## src/rtl/sssp_pkg.sv

```systemverilog
`timescale 1ns / 1ps
`default_nettype none
package sssp_pkg;

	localparam int VID_W  = 8;
	localparam int WT_W   = 16;
	localparam int DIST_W = 24;
	localparam int SUM_W  = DIST_W + 1;

	localparam logic [1:0] MODE_LOAD  = 2'd0;
	localparam logic [1:0] MODE_SOLVE = 2'd1;
	localparam logic [1:0] MODE_READ  = 2'd2;

	localparam logic [1:0] ST_OK       = 2'd0;
	localparam logic [1:0] ST_RANGE    = 2'd1;
	localparam logic [1:0] ST_UNSOLVED = 2'd2;

	localparam logic [1:0] REG_SOURCE   = 2'd0;
	localparam logic [1:0] REG_VCOUNT   = 2'd1;
	localparam logic [1:0] REG_ECOUNT   = 2'd2;
	localparam logic [1:0] REG_INFINITY = 2'd3;

	// one edge on its way down the cell row
	typedef struct packed {
		logic              valid;
		logic              ok;
		logic [VID_W-1:0]  u;
		logic [VID_W-1:0]  t;
		logic [WT_W-1:0]   w;
		logic [SUM_W-1:0]  sum;
		logic              hit;
	} token_t;

	typedef struct packed {
		logic              init;
		logic              commit;
		logic              shift;
		logic [VID_W-1:0]  src;
		logic [8:0]        nv;
		logic [DIST_W-1:0] inf;
	} cell_ctl_t;

endpackage
`default_nettype wire

```

## src/rtl/sssp_cell.sv

```systemverilog
`timescale 1ns / 1ps
`default_nettype none
module sssp_cell #(
	parameter int VERT = 0
) (
	input  wire                                clk,
	input  wire                                arst_n,
	input  sssp_pkg::cell_ctl_t                ctl,
	input  sssp_pkg::token_t                   tok_a_in,
	output sssp_pkg::token_t                   tok_a_out,
	input  sssp_pkg::token_t                   tok_b_in,
	output sssp_pkg::token_t                   tok_b_out,
	input  wire [sssp_pkg::DIST_W-1:0]         dist_in,
	output logic [sssp_pkg::DIST_W-1:0]        dist_out
);

	logic [sssp_pkg::DIST_W-1:0] dist_q;
	logic [sssp_pkg::DIST_W-1:0] pend_q;
	logic                        armed_q;
	sssp_pkg::token_t            tok_a_q;
	sssp_pkg::token_t            tok_b_q;
	logic                        is_src;
	logic                        a_hit;
	logic                        b_hit;
	logic [sssp_pkg::SUM_W-1:0]  sum_a;
	sssp_pkg::token_t            tok_a_nxt;
	sssp_pkg::token_t            tok_b_nxt;

	assign is_src = (32'(ctl.src) == VERT) && (VERT < 32'(ctl.nv));
	assign sum_a  = {1'b0, dist_q} + sssp_pkg::SUM_W'(tok_a_in.w);
	assign a_hit  = tok_a_in.valid && !tok_a_in.ok && (32'(tok_a_in.u) == VERT) && armed_q;
	assign b_hit  = tok_b_in.valid && tok_b_in.ok && (32'(tok_b_in.t) == VERT) &&
		(tok_b_in.sum < {1'b0, pend_q});

	always_comb begin
		tok_a_nxt = tok_a_in;
		if (a_hit) begin
			tok_a_nxt.sum = sum_a;
			tok_a_nxt.ok  = sum_a < {1'b0, ctl.inf};
		end
		tok_b_nxt = tok_b_in;
		if (b_hit) begin
			tok_b_nxt.hit = 1'b1;
		end
	end

	always_ff @(posedge clk or negedge arst_n) begin
		if (!arst_n) begin
			tok_a_q <= '0;
			tok_b_q <= '0;
			armed_q <= 1'b0;
		end else begin
			tok_a_q <= tok_a_nxt;
			tok_b_q <= tok_b_nxt;
			if (ctl.init) begin
				armed_q <= is_src;
			end else if (ctl.commit) begin
				armed_q <= pend_q < dist_q;
			end
		end
	end

	always_ff @(posedge clk) begin
		if (ctl.init) begin
			dist_q <= is_src ? '0 : ctl.inf;
			pend_q <= is_src ? '0 : ctl.inf;
		end else if (ctl.shift) begin
			dist_q <= dist_in;
		end else if (ctl.commit) begin
			if (pend_q < dist_q) begin
				dist_q <= pend_q;
			end
		end else if (b_hit) begin
			pend_q <= tok_b_in.sum[sssp_pkg::DIST_W-1:0];
		end
	end

	assign tok_a_out = tok_a_q;
	assign tok_b_out = tok_b_q;
	assign dist_out  = dist_q;

endmodule
`default_nettype wire

```

## config.mk

```make
export PLATFORM = sky130hd
export DESIGN_NAME = sssp_cell
export DESIGN_NICKNAME = d
export VERILOG_FILES = /design/src/rtl/sssp_pkg.sv /design/src/rtl/sssp_cell.sv
export SDC_FILE = /design/constraint.sdc
export NUM_CORES = 1
export LEC_CHECK = 0
export BUFFER_PORTS_ARGS = -buffer_cell sky130_fd_sc_hd__buf_4
export CAP_MARGIN = 25
export CELL_PAD_IN_SITES_DETAIL_PLACEMENT = 1
export CELL_PAD_IN_SITES_GLOBAL_PLACEMENT = 1
export CORE_ASPECT_RATIO = 0.5
export CORE_MARGIN = 1
export CORE_UTILIZATION = 37
export DETAILED_ROUTE_END_ITERATION = 8
export MAX_ROUTING_LAYER = met4
export PLACE_DENSITY_LB_ADDON = 0.1
export SYNTH_ARGS = -nofsm -noshare
export SYNTH_HDL_FRONTEND = slang
export SYNTH_SLANG_ARGS = --single-unit
export TNS_END_PERCENT = 30
```

## constraint.sdc

```tcl
create_clock -name clk -period 3.8 [get_ports clk]
set_clock_uncertainty 0.2 [all_clocks]
set_input_delay 0.95 -clock clk [delete_from_list [all_inputs] [get_ports clk]]
set_output_delay 0.95 -clock clk [all_outputs]
set_load 0.02 [all_outputs]
```

==> flow_summary.yaml <==
run_status:
  status: "complete, no violations"
cells_and_area:
  nNetsFinal: 1482
  drive_gt1_share_pct: 40.8
  nFillCells: 2471
  syn_to_final_growth_pct: 49.3
  fin_area_um2: 12700
  n_antenna_cell: 0
placement:
  pre_cts_slack_ns: -0.589
  port-buffer-count: 333
  detailed_place.area_um2: 12000
  dp_hpwl_um: 27200
  place_congestion: 0.937
worst_setup_path:
  r2r-start: "dist_out[6]$_DFFE_PP_"
  crit_path_start_kind: "input pin"
  worstPathArrival_ns: 3.92
  cpPeakStageDelay_ns: 0.40
  critPathMaxFanout: 2
  cp_slowest_cell: "fa_2"
  ff2ff_setup_slack_ns: 0.17
  worstPathCellList: "buf_4 > ha_4 > inv_1 > fa_2 > nor2b_4 > o31ai_4 > buf_4 > a211o_1 > o211ai_1 > xor2_1 > ha_1 > o21ai_1 > nor2_1 > o211ai_1 > a21oi_1 > or3b_4 > a31oi_1"
  r2r_cells: 13
  crit_start: "tok_a_in[26]"
  r2r-end: "tok_a_out[58]$_DFF_PN0_"
  criticalPathCategory: "in -> reg"
  critPathRequiredTime_ns: 3.97
  endpoint_kind: "register"
floorplan:
  die_y_um: 109
  initial_core_util_pct: 38.6
  core_area_um2: 22100
  row_count: 38
  fp.dieW_um: 217
  boundaryPins: 334
  die_area_um2: 23700
timing:
  fin_crit_sh_pct: 98.7
  fmax_mhz: 267
  worst_pin_slew_ns: 0.739
  hold_violations: 0
  period_needed_ns: 3.75
  tns_ns: 0
  final-setup-viol-count: 0
  drv_slew: 0
  slew_headroom_pct: 50.7
  fin_ws_ns: 0.0499
  hold_ws_ns: 0.303
clock_network:
  cts_buffers: 17
  htree_levels: 4
  cts_tree: "built"
  clock_latency_ns: 0.45
  clock-root-buffer: "clkbuf_16"
  clock_sinks: 169
  path_clk_slew_ns: 0.07
  cts_buffer_depth: 2
detailed_routing:
  vias: 7810
  drtIter0Drc: 573
  via_per_inst: 5.14
  ant_nets: 0
  dr.pass1.iters: 4
  drc: 0
  routed_wl_um: 33300
  wl_per_cell_um: 21.9
power:
  p_leak_nw: 6.37
  power_density_nw_per_um2: 429
  ir_drop_mv: 0.256
logic_synthesis:
  synth_seq_cells: 169
  synth_edf_count: 48
  async_flop_share_pct: 71.6
  ys_warn_count: 0
  seq_area_frac_synth_pct: 52.4
  avgSynthCellArea_um2: 11.0
  synth_fp_nets: 1053
  ys_types: 60
  syn_area_um2: 8520
  synthFlopType: "dfrtp_1"
  synthCells: 777
global_routing:
  grt_usage_pct: 29.6
  grt_max_degree: 63
  grt_pass1_vias: 8183
  grt_pass1_wl_um: 49700
  globalRouteOverflowTotal: 0
  grt_antenna_before_repair: 1
flow_run:
  drv_cap: 0
hold_path:
  worstHoldPathType: "in -> async"
==> cells in the final DEF (no fill, tap or decap), types with 4 or more instances in the layout <==
cell,instances
o211ai_1,5
nor3_1,8
nand4_1,9
buf_4,426
xnor2_1,11
mux2i_1,25
a211oi_1,7
nor4b_1,4
nand2_1,59
nor4_1,6
mux2_2,18
clkbuf_16,19
nand2b_1,5
edfxtp_1,48
and4_1,4
o21ai_0,75
ha_1,84
inv_1,100
a21o_1,14
and3_1,4
dfrtp_1,121
xor2_1,6
a31oi_1,4
o21ai_1,4
nand3_1,19
a21oi_1,32
nor2_1,26
==> per-layer routing <==
metal	vias to the layer above	track usage (%)	part of all wire (%)
li1	3605	-	-
met1	3905	41.1	48
met2	262	43.4	44
met3	38	6.56	6.6
met4	0	8.85	1.8
met5	-	-	0
==> what timing repair did <==
item | CTS | global route
hold buffers | 0 | 0
pin swaps | 5 | 18
buffers inserted | 2 | 3
resized for setup | 7 | 15
setup endpoints to repair | 1 | 1
==> synth_stat cells, drive strengths merged, types with 3 or more instances <==
library cell,count,area [um2]
dfrtp,121,3030
inv,100,375
ha,85,1060
o21ai,80,404
nand2,59,221
edfxtp,48,1440
a21oi,36,180
nor2,27,101
mux2i,25,250
nand3,19,95.1
mux2,18,203
a21o,14,105
clkbuf,13,48.8
xnor2,13,114
a211oi,9,72.6
nand4,9,56.3
nor3,8,40.0
nor4,6,37.5
o211ai,6,50.1
xor2,6,52.6
a31oi,5,31.3
and3,5,32.5
buf,5,23.8
nand2b,5,31.3
a2111oi,4,35.0
a21boi,4,33.8
and4,4,35.0
nor2b,4,32.5
nor4b,4,35.0
o31ai,4,30.0
and2,3,18.8
o21a,3,22.5
==> critical path: cells and delay by family <==
family                   cells  cell delay (ns)
AO/OA/AOI/OAI                7             0.97
adder cells (fa/ha/maj)      3             0.82
AND/OR/NAND/NOR              3             0.60
buffers and inverters        3             0.31
XOR/XNOR                     1             0.25
==> kinds of logic (layout without fill, tap and decap cells) <==
group                      Yosys count  count (layout)  synth area share [%]
adders and majority gates           86              86                  12.7
xor gates and xnor gates            19              19                  1.95
DFF                                169             169                  52.4
buffers and inverters              118             560                  5.25
muxes                               43              43                  5.31
AOI/OAI and AO/OA                  180             180                  12.9
and+or+nand+nor                    162             162                  9.45
==> stage by stage <==
stage / std cells / power, mW / util (%)
after floorplan: 777 / 2.84 / -
after global placement: 1482 / 3.67 / 54.4
after detailed placement: 1482 / 3.72 / 54.4
after CTS: 1516 / 5.45 / 57.2
after global routing: 1519 / 5.73 / 57.6
final: 1519 / 5.46 / 57.6
==> final cells by class <==
type,instances,area [um2],share of cell area [%]
clock inverter,8,58.8,0.462
inverter,100,375,2.95
tap,300,375,2.95
multi-input combinational,490,3700,29.1
timing repair buffer,428,3230,25.4
clock buffer,24,514,4.04
sequential,169,4470,35.1
==> worst max path at each step <==
stage,end,slack [ns],cells past startpoint
after floorplan,tok_a_out[58]$_DFF_PN0_,0.02,15
after global placement,tok_a_out[58]$_DFF_PN0_,-0.41,16
after detailed placement,tok_a_out[58]$_DFF_PN0_,-0.59,16
after CTS,tok_a_out[58]$_DFF_PN0_,0.004,17
after global routing,tok_a_out[58]$_DFF_PN0_,-0.04,17
final,tok_a_out[58]$_DFF_PN0_,0.05,17
==> state kept, by name, summed over array words and instances, names as in the netlist <==
name       count
dist_out      24
tok_b_out     60
pend_q        24
tok_a_out     60
armed_q        1
==> where the power goes <==
group          internal, mW  switching [mW]  total, mW
registers              2.01           0.101       2.11
logic                 0.774           0.876       1.65
clock network         0.952           0.752       1.70
Power figures use the tool's default switching activity.
